--- src/svhm_pkg.sv ---
// Shared types and constants for the supply voltage hysteresis monitor.
// No dependencies; used by the interfaces, the divider and the top level.
package svhm_pkg;

  localparam int unsigned SampleW = 12;
  localparam int unsigned DenW    = 19;
  localparam int unsigned ProdW   = SampleW + DenW;
  localparam int unsigned CntW    = $clog2(ProdW);
  localparam int unsigned MvW     = 16;
  localparam int unsigned HystW   = 10;
  localparam int unsigned CfgIdxW = 3;

  localparam logic [MvW-1:0]  AvgReset   = 16'd3800;
  localparam logic [DenW-1:0] NumReset   = 19'd2;
  localparam logic [DenW-1:0] DenReset   = 19'd1;
  localparam logic [MvW-1:0]  LowThReset = 16'd3700;
  localparam logic [HystW-1:0] LowHyReset = 10'd200;
  localparam logic [MvW-1:0]  UsbThReset = 16'd4400;
  localparam logic [HystW-1:0] UsbHyReset = 10'd100;

  typedef enum logic [2:0] {
    EV_NONE    = 3'd0,
    EV_LOW     = 3'd1,
    EV_USB_ON  = 3'd2,
    EV_LOW_END = 3'd3,
    EV_USB_END = 3'd4
  } event_e;

  typedef enum logic [CfgIdxW-1:0] {
    CFG_NUM    = 3'd0,
    CFG_DEN    = 3'd1,
    CFG_LOW_TH = 3'd2,
    CFG_LOW_HY = 3'd3,
    CFG_USB_TH = 3'd4,
    CFG_USB_HY = 3'd5
  } cfg_idx_e;

  typedef enum logic [1:0] {
    ST_IDLE,
    ST_MUL,
    ST_DIV,
    ST_UPD
  } state_e;

  typedef struct packed {
    logic busy;
    logic done;
  } div_stat_t;

endpackage

--- src/svhm_if.sv ---
// Valid/ready channel interfaces for sample beats in and result beats out.
// Depends on svhm_pkg for field widths.
interface svhm_in_if;
  logic                             valid;
  logic                             ready;
  logic [svhm_pkg::SampleW-1:0]     sample_mv;
  logic                             read_failed;

  modport source (output valid, output sample_mv, output read_failed, input ready);
  modport sink   (input valid, input sample_mv, input read_failed, output ready);
endinterface

interface svhm_out_if;
  logic                         valid;
  logic                         ready;
  logic [svhm_pkg::MvW-1:0]     average_mv;
  logic                         batt_low;
  logic                         usb_pwr;
  logic [2:0]                   event_code;

  modport source (output valid, output average_mv, output batt_low,
                  output usb_pwr, output event_code, input ready);
  modport sink   (input valid, input average_mv, input batt_low,
                  input usb_pwr, input event_code, output ready);
endinterface

--- src/svhm_div.sv ---
// Bit-serial restoring divider: one quotient bit per cycle.
// Depends on svhm_pkg. A zero divisor yields an all-ones quotient.
module svhm_div (
  input  logic                          clk_i,
  input  logic                          rst_ni,
  input  logic                          start_i,
  input  logic [svhm_pkg::ProdW-1:0]    dividend_i,
  input  logic [svhm_pkg::DenW-1:0]     divisor_i,
  output logic [svhm_pkg::ProdW-1:0]    quotient_o,
  output svhm_pkg::div_stat_t           stat_o
);

  localparam logic [svhm_pkg::CntW-1:0] LastStep = svhm_pkg::CntW'(svhm_pkg::ProdW - 1);

  logic                          busy_q, busy_d;
  logic                          done_q, done_d;
  logic [svhm_pkg::CntW-1:0]     cnt_q, cnt_d;
  logic [svhm_pkg::ProdW-1:0]    acc_q, acc_d;
  logic [svhm_pkg::DenW-1:0]     rem_q, rem_d;
  logic [svhm_pkg::DenW-1:0]     dvs_q, dvs_d;

  logic [svhm_pkg::DenW:0]       rem_sh;
  logic [svhm_pkg::DenW:0]       diff;
  logic                          ge;

  assign rem_sh = {rem_q, acc_q[svhm_pkg::ProdW-1]};
  assign diff   = rem_sh - {1'b0, dvs_q};
  assign ge     = rem_sh >= {1'b0, dvs_q};

  always_comb begin
    busy_d = busy_q;
    done_d = 1'b0;
    cnt_d  = cnt_q;
    acc_d  = acc_q;
    rem_d  = rem_q;
    dvs_d  = dvs_q;
    if (start_i) begin
      busy_d = 1'b1;
      cnt_d  = '0;
      acc_d  = dividend_i;
      rem_d  = '0;
      dvs_d  = divisor_i;
    end else if (busy_q) begin
      // dividend bits shift out the top, quotient bits fill in at the bottom
      acc_d = {acc_q[svhm_pkg::ProdW-2:0], ge};
      rem_d = ge ? diff[svhm_pkg::DenW-1:0] : rem_sh[svhm_pkg::DenW-1:0];
      cnt_d = cnt_q + 1'b1;
      if (cnt_q == LastStep) begin
        busy_d = 1'b0;
        done_d = 1'b1;
      end
    end
  end

  always_ff @(posedge clk_i or negedge rst_ni) begin
    if (!rst_ni) begin
      busy_q <= 1'b0;
      done_q <= 1'b0;
      cnt_q  <= '0;
    end else begin
      busy_q <= busy_d;
      done_q <= done_d;
      cnt_q  <= cnt_d;
    end
  end

  always_ff @(posedge clk_i) begin
    acc_q <= acc_d;
    rem_q <= rem_d;
    dvs_q <= dvs_d;
  end

  assign quotient_o  = acc_q;
  assign stat_o.busy = busy_q;
  assign stat_o.done = done_q;

endmodule

--- src/supply_voltage_hysteresis_monitor_top.sv ---
// Supply voltage monitor: each sample beat yields exactly one result beat with the
// running average, the battery-low and USB-power flags and an event code. A valid
// sample is multiplied by the numerator in the multiply state, then divided in the
// bit-serial divider (one quotient bit per cycle over the 31-bit product), which hands
// over its quotient to the update state, where average and flags are updated.
// A failed read skips the multiply and the divide and goes straight to the update state.
// in_i.ready is high only in the idle state, so a new sample is accepted only after
// the last one has left the update state. A finished result waits in the output
// register without blocking the next sample; only that sample's update cycle stalls
// until the waiting result is taken.
module supply_voltage_hysteresis_monitor_top (
  input  logic                              clk_i,
  input  logic                              rst_ni,
  svhm_in_if.sink                           in_i,
  svhm_out_if.source                        out_o,
  input  logic                              cfg_we_i,
  input  logic [svhm_pkg::CfgIdxW-1:0]      cfg_idx_i,
  input  logic [svhm_pkg::DenW-1:0]         cfg_wdata_i
);

  localparam int unsigned MvW   = svhm_pkg::MvW;
  localparam int unsigned HystW = svhm_pkg::HystW;

  // configuration
  logic [svhm_pkg::DenW-1:0] num_q, den_q;
  logic [MvW-1:0]            low_th_q, usb_th_q;
  logic [HystW-1:0]          low_hy_q, usb_hy_q;

  // sequencer and state
  svhm_pkg::state_e          state_q, state_d;
  logic [svhm_pkg::SampleW-1:0] sample_q;
  logic                      failed_q;
  logic [MvW-1:0]            avg_q;
  logic                      low_q, usb_q;

  // output register
  logic                      out_valid_q;
  logic [MvW-1:0]            out_avg_q;
  logic                      out_low_q, out_usb_q;
  svhm_pkg::event_e          out_ev_q;

  logic                      in_acc, upd_go, div_start;
  logic [svhm_pkg::ProdW-1:0] prod, quot;
  svhm_pkg::div_stat_t       div_stat;

  always_ff @(posedge clk_i or negedge rst_ni) begin
    if (!rst_ni) begin
      num_q    <= svhm_pkg::NumReset;
      den_q    <= svhm_pkg::DenReset;
      low_th_q <= svhm_pkg::LowThReset;
      low_hy_q <= svhm_pkg::LowHyReset;
      usb_th_q <= svhm_pkg::UsbThReset;
      usb_hy_q <= svhm_pkg::UsbHyReset;
    end else if (cfg_we_i) begin
      case (svhm_pkg::cfg_idx_e'(cfg_idx_i))
        svhm_pkg::CFG_NUM:    num_q    <= cfg_wdata_i;
        svhm_pkg::CFG_DEN:    den_q    <= cfg_wdata_i;
        svhm_pkg::CFG_LOW_TH: low_th_q <= cfg_wdata_i[MvW-1:0];
        svhm_pkg::CFG_LOW_HY: low_hy_q <= cfg_wdata_i[HystW-1:0];
        svhm_pkg::CFG_USB_TH: usb_th_q <= cfg_wdata_i[MvW-1:0];
        svhm_pkg::CFG_USB_HY: usb_hy_q <= cfg_wdata_i[HystW-1:0];
        default: ;
      endcase
    end
  end

  assign prod = svhm_pkg::ProdW'(sample_q) * svhm_pkg::ProdW'(num_q);

  svhm_div u_div (
    .clk_i      (clk_i),
    .rst_ni     (rst_ni),
    .start_i    (div_start),
    .dividend_i (prod),
    .divisor_i  (den_q),
    .quotient_o (quot),
    .stat_o     (div_stat)
  );

  // next state
  always_comb begin
    state_d = state_q;
    case (state_q)
      svhm_pkg::ST_IDLE: if (in_acc) begin
        state_d = in_i.read_failed ? svhm_pkg::ST_UPD : svhm_pkg::ST_MUL;
      end
      svhm_pkg::ST_MUL: state_d = svhm_pkg::ST_DIV;
      svhm_pkg::ST_DIV: if (div_stat.done) begin
        state_d = svhm_pkg::ST_UPD;
      end
      svhm_pkg::ST_UPD: if (upd_go) begin
        state_d = svhm_pkg::ST_IDLE;
      end
      default: state_d = svhm_pkg::ST_IDLE;
    endcase
  end

  // sequencer outputs
  always_comb begin
    in_i.ready = 1'b0;
    div_start  = 1'b0;
    upd_go     = 1'b0;
    case (state_q)
      svhm_pkg::ST_IDLE: in_i.ready = 1'b1;
      svhm_pkg::ST_MUL:  div_start  = 1'b1;
      svhm_pkg::ST_UPD:  upd_go     = !out_valid_q || out_o.ready;
      default: ;
    endcase
  end

  assign in_acc = in_i.valid && in_i.ready;

  // average and flag update
  logic [MvW-1:0]      v_sat;
  logic signed [17:0]  delta, step, avg_s;
  logic [MvW-1:0]      avg_n;
  logic [MvW:0]        lo_exit;
  logic signed [17:0]  usb_exit;
  logic                low_n, usb_n, bat_trig, usb_trig;
  svhm_pkg::event_e    ev_n;

  always_comb begin
    v_sat = (|quot[svhm_pkg::ProdW-1:MvW]) ? {MvW{1'b1}} : quot[MvW-1:0];
    delta = $signed({2'b00, v_sat}) - $signed({2'b00, avg_q}) + 18'sd2;
    // divide by 4, truncating toward zero
    step  = (delta + (delta[17] ? 18'sd3 : 18'sd0)) >>> 2;
    avg_s = $signed({2'b00, avg_q}) + step;
    if (avg_s[17])
      avg_n = '0;
    else if (avg_s[16])
      avg_n = {MvW{1'b1}};
    else
      avg_n = avg_s[MvW-1:0];

    lo_exit  = {1'b0, low_th_q} + {{(MvW+1-HystW){1'b0}}, low_hy_q};
    usb_exit = $signed({2'b00, usb_th_q}) - $signed({{(18-HystW){1'b0}}, usb_hy_q});

    low_n    = low_q;
    usb_n    = usb_q;
    bat_trig = 1'b0;
    usb_trig = 1'b0;
    if (low_q) begin
      if ({1'b0, avg_n} >= lo_exit) begin low_n = 1'b0; bat_trig = 1'b1; end
      if (avg_n >= usb_th_q)        begin usb_n = 1'b1; usb_trig = 1'b1; end
    end else if (!usb_q) begin
      if (avg_n < low_th_q)         begin low_n = 1'b1; bat_trig = 1'b1; end
      if (avg_n >= usb_th_q)        begin usb_n = 1'b1; usb_trig = 1'b1; end
    end else begin
      if (avg_n < low_th_q)         begin low_n = 1'b1; bat_trig = 1'b1; end
      if ($signed({2'b00, avg_n}) < usb_exit) begin
        usb_n = 1'b0; usb_trig = 1'b1;
      end
    end

    if (bat_trig && low_n)
      ev_n = svhm_pkg::EV_LOW;
    else if (bat_trig)
      ev_n = (usb_trig && usb_n) ? svhm_pkg::EV_USB_ON : svhm_pkg::EV_LOW_END;
    else if (usb_trig && usb_n)
      ev_n = svhm_pkg::EV_USB_ON;
    else if (usb_trig)
      ev_n = svhm_pkg::EV_USB_END;
    else
      ev_n = svhm_pkg::EV_NONE;
  end

  always_ff @(posedge clk_i or negedge rst_ni) begin
    if (!rst_ni) begin
      state_q     <= svhm_pkg::ST_IDLE;
      avg_q       <= svhm_pkg::AvgReset;
      low_q       <= 1'b0;
      usb_q       <= 1'b0;
      out_valid_q <= 1'b0;
    end else begin
      state_q <= state_d;
      if (upd_go) begin
        out_valid_q <= 1'b1;
        if (!failed_q) begin
          avg_q <= avg_n;
          low_q <= low_n;
          usb_q <= usb_n;
        end
      end else if (out_o.ready) begin
        out_valid_q <= 1'b0;
      end
    end
  end

  always_ff @(posedge clk_i) begin
    if (in_acc) begin
      sample_q <= in_i.sample_mv;
      failed_q <= in_i.read_failed;
    end
    if (upd_go) begin
      out_avg_q <= failed_q ? avg_q : avg_n;
      out_low_q <= failed_q ? low_q : low_n;
      out_usb_q <= failed_q ? usb_q : usb_n;
      out_ev_q  <= failed_q ? svhm_pkg::EV_NONE : ev_n;
    end
  end

  assign out_o.valid      = out_valid_q;
  assign out_o.average_mv = out_avg_q;
  assign out_o.batt_low   = out_low_q;
  assign out_o.usb_pwr    = out_usb_q;
  assign out_o.event_code = out_ev_q;

  // the divider only runs while the sequencer waits on it
  a_div_in_div: assert property (@(posedge clk_i) disable iff (!rst_ni)
    div_stat.busy |-> state_q == svhm_pkg::ST_DIV)
    else $error("divider busy outside divide state");

  // a pending result is never overwritten by the update step
  a_upd_holds: assert property (@(posedge clk_i) disable iff (!rst_ni)
    (state_q == svhm_pkg::ST_UPD && out_valid_q && !out_o.ready)
      |=> state_q == svhm_pkg::ST_UPD)
    else $error("update step ran over a pending result");

  // the low-set event agrees with the flag it reports
  a_ev_set: assert property (@(posedge clk_i) disable iff (!rst_ni)
    (out_valid_q && out_ev_q == svhm_pkg::EV_LOW) |-> out_low_q)
    else $error("low event without low flag");

  a_ev_clr: assert property (@(posedge clk_i) disable iff (!rst_ni)
    (out_valid_q && (out_ev_q == svhm_pkg::EV_LOW_END || out_ev_q == svhm_pkg::EV_USB_END))
      |-> !out_low_q)
    else $error("end event while low flag still set");

  // a failed read leaves the running state untouched
  a_fail_keeps: assert property (@(posedge clk_i) disable iff (!rst_ni)
    (upd_go && failed_q) |=> $stable(avg_q) && $stable(low_q) && $stable(usb_q))
    else $error("failed read changed the average or flags");

endmodule

--- src/flat_wrapper.sv ---
// flat-port wrapper written by rule: the top's interface ports become plain ports
module supply_voltage_hysteresis_monitor_top_flat 
  (clk_i, rst_ni, cfg_we_i, cfg_idx_i, cfg_wdata_i, in_i_valid, in_i_sample_mv, in_i_read_failed, in_i_ready, out_o_valid, out_o_average_mv, out_o_batt_low, out_o_usb_pwr, out_o_event_code, out_o_ready);
  svhm_in_if in_i_i ();
  svhm_out_if out_o_i ();
  input  logic clk_i;
  input  logic rst_ni;
  input  logic cfg_we_i;
  input  logic [svhm_pkg::CfgIdxW-1:0] cfg_idx_i;
  input  logic [svhm_pkg::DenW-1:0] cfg_wdata_i;
  input wire logic [$bits(in_i_i.valid)-1:0] in_i_valid;
  input wire logic [$bits(in_i_i.sample_mv)-1:0] in_i_sample_mv;
  input wire logic [$bits(in_i_i.read_failed)-1:0] in_i_read_failed;
  output wire logic [$bits(in_i_i.ready)-1:0] in_i_ready;
  output wire logic [$bits(out_o_i.valid)-1:0] out_o_valid;
  output wire logic [$bits(out_o_i.average_mv)-1:0] out_o_average_mv;
  output wire logic [$bits(out_o_i.batt_low)-1:0] out_o_batt_low;
  output wire logic [$bits(out_o_i.usb_pwr)-1:0] out_o_usb_pwr;
  output wire logic [$bits(out_o_i.event_code)-1:0] out_o_event_code;
  input wire logic [$bits(out_o_i.ready)-1:0] out_o_ready;
  assign in_i_i.valid = in_i_valid;
  assign in_i_i.sample_mv = in_i_sample_mv;
  assign in_i_i.read_failed = in_i_read_failed;
  assign in_i_ready = in_i_i.ready;
  assign out_o_valid = out_o_i.valid;
  assign out_o_average_mv = out_o_i.average_mv;
  assign out_o_batt_low = out_o_i.batt_low;
  assign out_o_usb_pwr = out_o_i.usb_pwr;
  assign out_o_event_code = out_o_i.event_code;
  assign out_o_i.ready = out_o_ready;
  supply_voltage_hysteresis_monitor_top u_core (.clk_i(clk_i), .rst_ni(rst_ni), .in_i(in_i_i), .out_o(out_o_i), .cfg_we_i(cfg_we_i), .cfg_idx_i(cfg_idx_i), .cfg_wdata_i(cfg_wdata_i));
endmodule
--- config.mk ---
export PLATFORM = sky130hd
export DESIGN_NAME = supply_voltage_hysteresis_monitor_top_flat
export DESIGN_NICKNAME = d
export VERILOG_FILES = /design/src/svhm_pkg.sv /design/src/svhm_if.sv /design/src/svhm_div.sv /design/src/supply_voltage_hysteresis_monitor_top.sv /design/src/flat_wrapper.sv
export SDC_FILE = /design/constraint.sdc
export NUM_CORES = 1
export LEC_CHECK = 0
export ABC_AREA = 1
export BUFFER_PORTS_ARGS = -buffer_cell sky130_fd_sc_hd__buf_4
export CAP_MARGIN = 25
export CORE_MARGIN = 2
export CORE_UTILIZATION = 55
export CTS_CLUSTER_SIZE = 28
export DETAILED_ROUTE_END_ITERATION = 6
export GPL_TIMING_DRIVEN = 0
export PLACE_DENSITY = 0.76
export RECOVER_POWER = 50
export SETUP_SLACK_MARGIN = 0.2
export SLEW_MARGIN = 20
export SYNTH_ARGS = -nofsm -noshare
export SYNTH_HDL_FRONTEND = slang
export SYNTH_SLANG_ARGS = --single-unit
--- constraint.sdc ---
create_clock -name clk_i -period 13 [get_ports clk_i]
set_clock_uncertainty 0.15 [all_clocks]
set_input_delay 1.95 -clock clk_i [delete_from_list [all_inputs] [get_ports clk_i]]
set_output_delay 1.95 -clock clk_i [all_outputs]
set_load 0.01 [all_outputs]
==> metrics.yaml <==
fillers: 3363
cp-start-kind: "flip-flop"
place_area_sq_um: 22700
drv_slew: 121
grt_pass1_vias: 18368
crit_type: "flip-flop to flip-flop"
clock-sinks: 221
synth_top_cell_by_area: "fa_1"
numCtsBuffers: 26
ys_ff_latch: 221
synth_ff_type: "dfrtp_1"
multiInputGateArea_sq_um: 13300
grt_max_degree: 63
portBuffers: 62
regArea_sq_um: 5890
wl_per_cell_microns: 17.1
die_w_microns: 202
worstPathArrival_ps: 10700
cts_resized: 0
n_antenna_cell: 0
rsz0062_at_grt: "no"
finalNetCount: 3248
max_stage_delay_ps: 530
cts_setup_buffers: 0
critPathCaptureType: "flip-flop"
finalWirelength_mm: 57.6
grt.total_usage_pct: 29.1
finalCritPeriodShare_pct: 80.0
cp_max_fo: 10
critical_path.most_common_cell: "nand2_1"
hpwl_mm: 46.2
synth_area_per_cell_sq_um: 7.87
htreeDepth: 1
cts_hold_buf: 0
initial_core_util_pct: 55.7
post-route-util_pct: 61.0
setup_violations: 0
critPathBufInv: 14
drive_above_1_share_pct: 7.66
die_height_microns: 202
insertion_delay_ps: 560
core.rowCount: 72
grt_overflow: 0
yosysWarnings: 0
antenna_found_initial: 1
status: "finished, violations left"
core_sq_um: 38600
netlist_top_cells_area: "fa_1 16%, nand2_1 13%, ha_1 12%, edfxtp_1 12%, dfrtp_1 11%"
cap_viol_max_count: 2
finalSetupTns_ps: 0
timing.fmax_mhz: 96.1
dieArea_sq_um: 40700
drc: 0
worstMarginPinSlew_ps: 3580
synth-edff-count: 84
fin_area_sq_um: 23600
synth_top_area_share_pct: 16.3
ioPinCount: 63
crit_slowest_cell: "or4_1"
via_per_inst: 5.45
netlist_area_sq_um: 21500
cp.required_ps: 13290
ys_seq_area_share_pct: 27.4
vias: 18352
violations: "capacitance limit, slew limit"
slew_headroom_pct: -138
hold_viol_final: 0
min_period_ps: 10410
r2r_slack_ps: 2590
drtPass1Iterations: 5
cts_tree: "yes"
clock-root-buffer: "clkbuf_16"
ant_nets: 0
placed_cells: 3317
ys_async_sr_fraction_pct: 53.4
clockBufferDepth: 3
ys_types: 57
clk_pin_slew_ps: 60
critPathTopFamily: "simple AND/OR/NAND/NOR gates"
grt_first_pass_wirelength_mm: 94.3
hold_class: "flip-flop to flip-flop"
synth_cells: 2735
routabilityCongestion: 0.930
final_cells: 3365
syn_nets: 3156
drt_iter0_drc: 1406
area_growth_pct: 9.55
-- cell families (layout without fill, tap and decap cells) --
group	Yosys count	count (layout)	share of synthesized area, %
flops	221	221	27.4
compound gates	406	406	10.1
fa+ha+maj	381	381	28.3
simple gates	1033	1033	20.2
buf+inv	610	722	10.7
xor+xnor	84	84	3.42
-- metal layers --
metal	vias up	part of all wire, %	GRT usage (%)
li1	8771	-	-
met1	8801	42	39.7
met2	670	46	47.0
met3	108	7.8	4.93
met4	2	3.5	10.3
met5	-	0.023	0
-- registers in the layout (all words and copies together) (netlist names), 12 cells and up --
name / cells
u_core.u_div.quotient_o: 31
u_core.den_q: 19
u_core.num_q: 19
u_core.u_div.dvs_q: 19
u_core.u_div.rem_q: 19
u_core.avg_q: 16
u_core.low_th_q: 16
u_core.out_o.average_mv: 16
u_core.usb_th_q: 16
u_core.sample_q: 12
-- cell type report --
class	count	area share, %
Multi-Input combinational cell	1904	56.6
Sequential cell	221	25.0
Inverter	524	8.34
Clock buffer	32	3.12
Tap cell	518	2.75
Timing Repair Buffer	64	2.09
Buffer	86	1.40
Clock inverter	16	0.748
-- stage by stage --
stage | setup WS (ps) | hold slack, ps
after floorplan | 4590 | 275
after global placement | 2920 | 283
after detailed placement | 2770 | 284
after CTS | 2730 | 304
after global routing | 1510 | 314
final | 2590 | 300
-- Yosys cell counts (21+ instances only) --
cell and n:
o21ai_0 218, edfxtp_1 84, clkbuf_1 74, ha_1 206, nand3_1 85, xnor2_1 33, nor2_1 80, xor2_1 51
a21oi_1 131, dfstp_2 26, inv_1 505, dfrtp_1 92, nand2_2 21, fa_1 175, nand2_1 754
-- final timing paths --
check,from,to,cells past startpoint
max in group asynchronous,rst_ni,u_core.usb_th_q[3],2
min reg2reg,u_core.den_q[1],u_core.u_div.dvs_q[1],0
min in group asynchronous,rst_ni,u_core.num_q[14],1
max,u_core.u_div.quotient_o[30],u_core.out_o.usb_pwr,64
min,u_core.den_q[1],u_core.u_div.dvs_q[1],0
max reg2reg,u_core.u_div.quotient_o[30],u_core.out_o.usb_pwr,64
-- placed cells by master, fill, tap and decap left out, types with 25 or more instances in the layout --
| cell | Yosys | final |
|---|---|---|
| xnor2_1 | 33 | 33 |
| clkbuf_1 | 74 | 77 |
| nand3_1 | 85 | 85 |
| dfstp_2 | 26 | 25 |
| a21oi_1 | 131 | 131 |
| inv_1 | 505 | 505 |
| buf_4 | 1 | 46 |
| clkbuf_16 | 0 | 28 |
| fa_1 | 175 | 175 |
| nand2_1 | 754 | 754 |
| dfrtp_1 | 92 | 92 |
| xor2_1 | 51 | 51 |
| ha_1 | 206 | 206 |
| nor2_1 | 80 | 80 |
| o21ai_0 | 218 | 218 |
| edfxtp_1 | 84 | 84 |
Power is not shown: default switching activity piles up to over one toggle a cycle in this logic, so the estimate is an artifact.
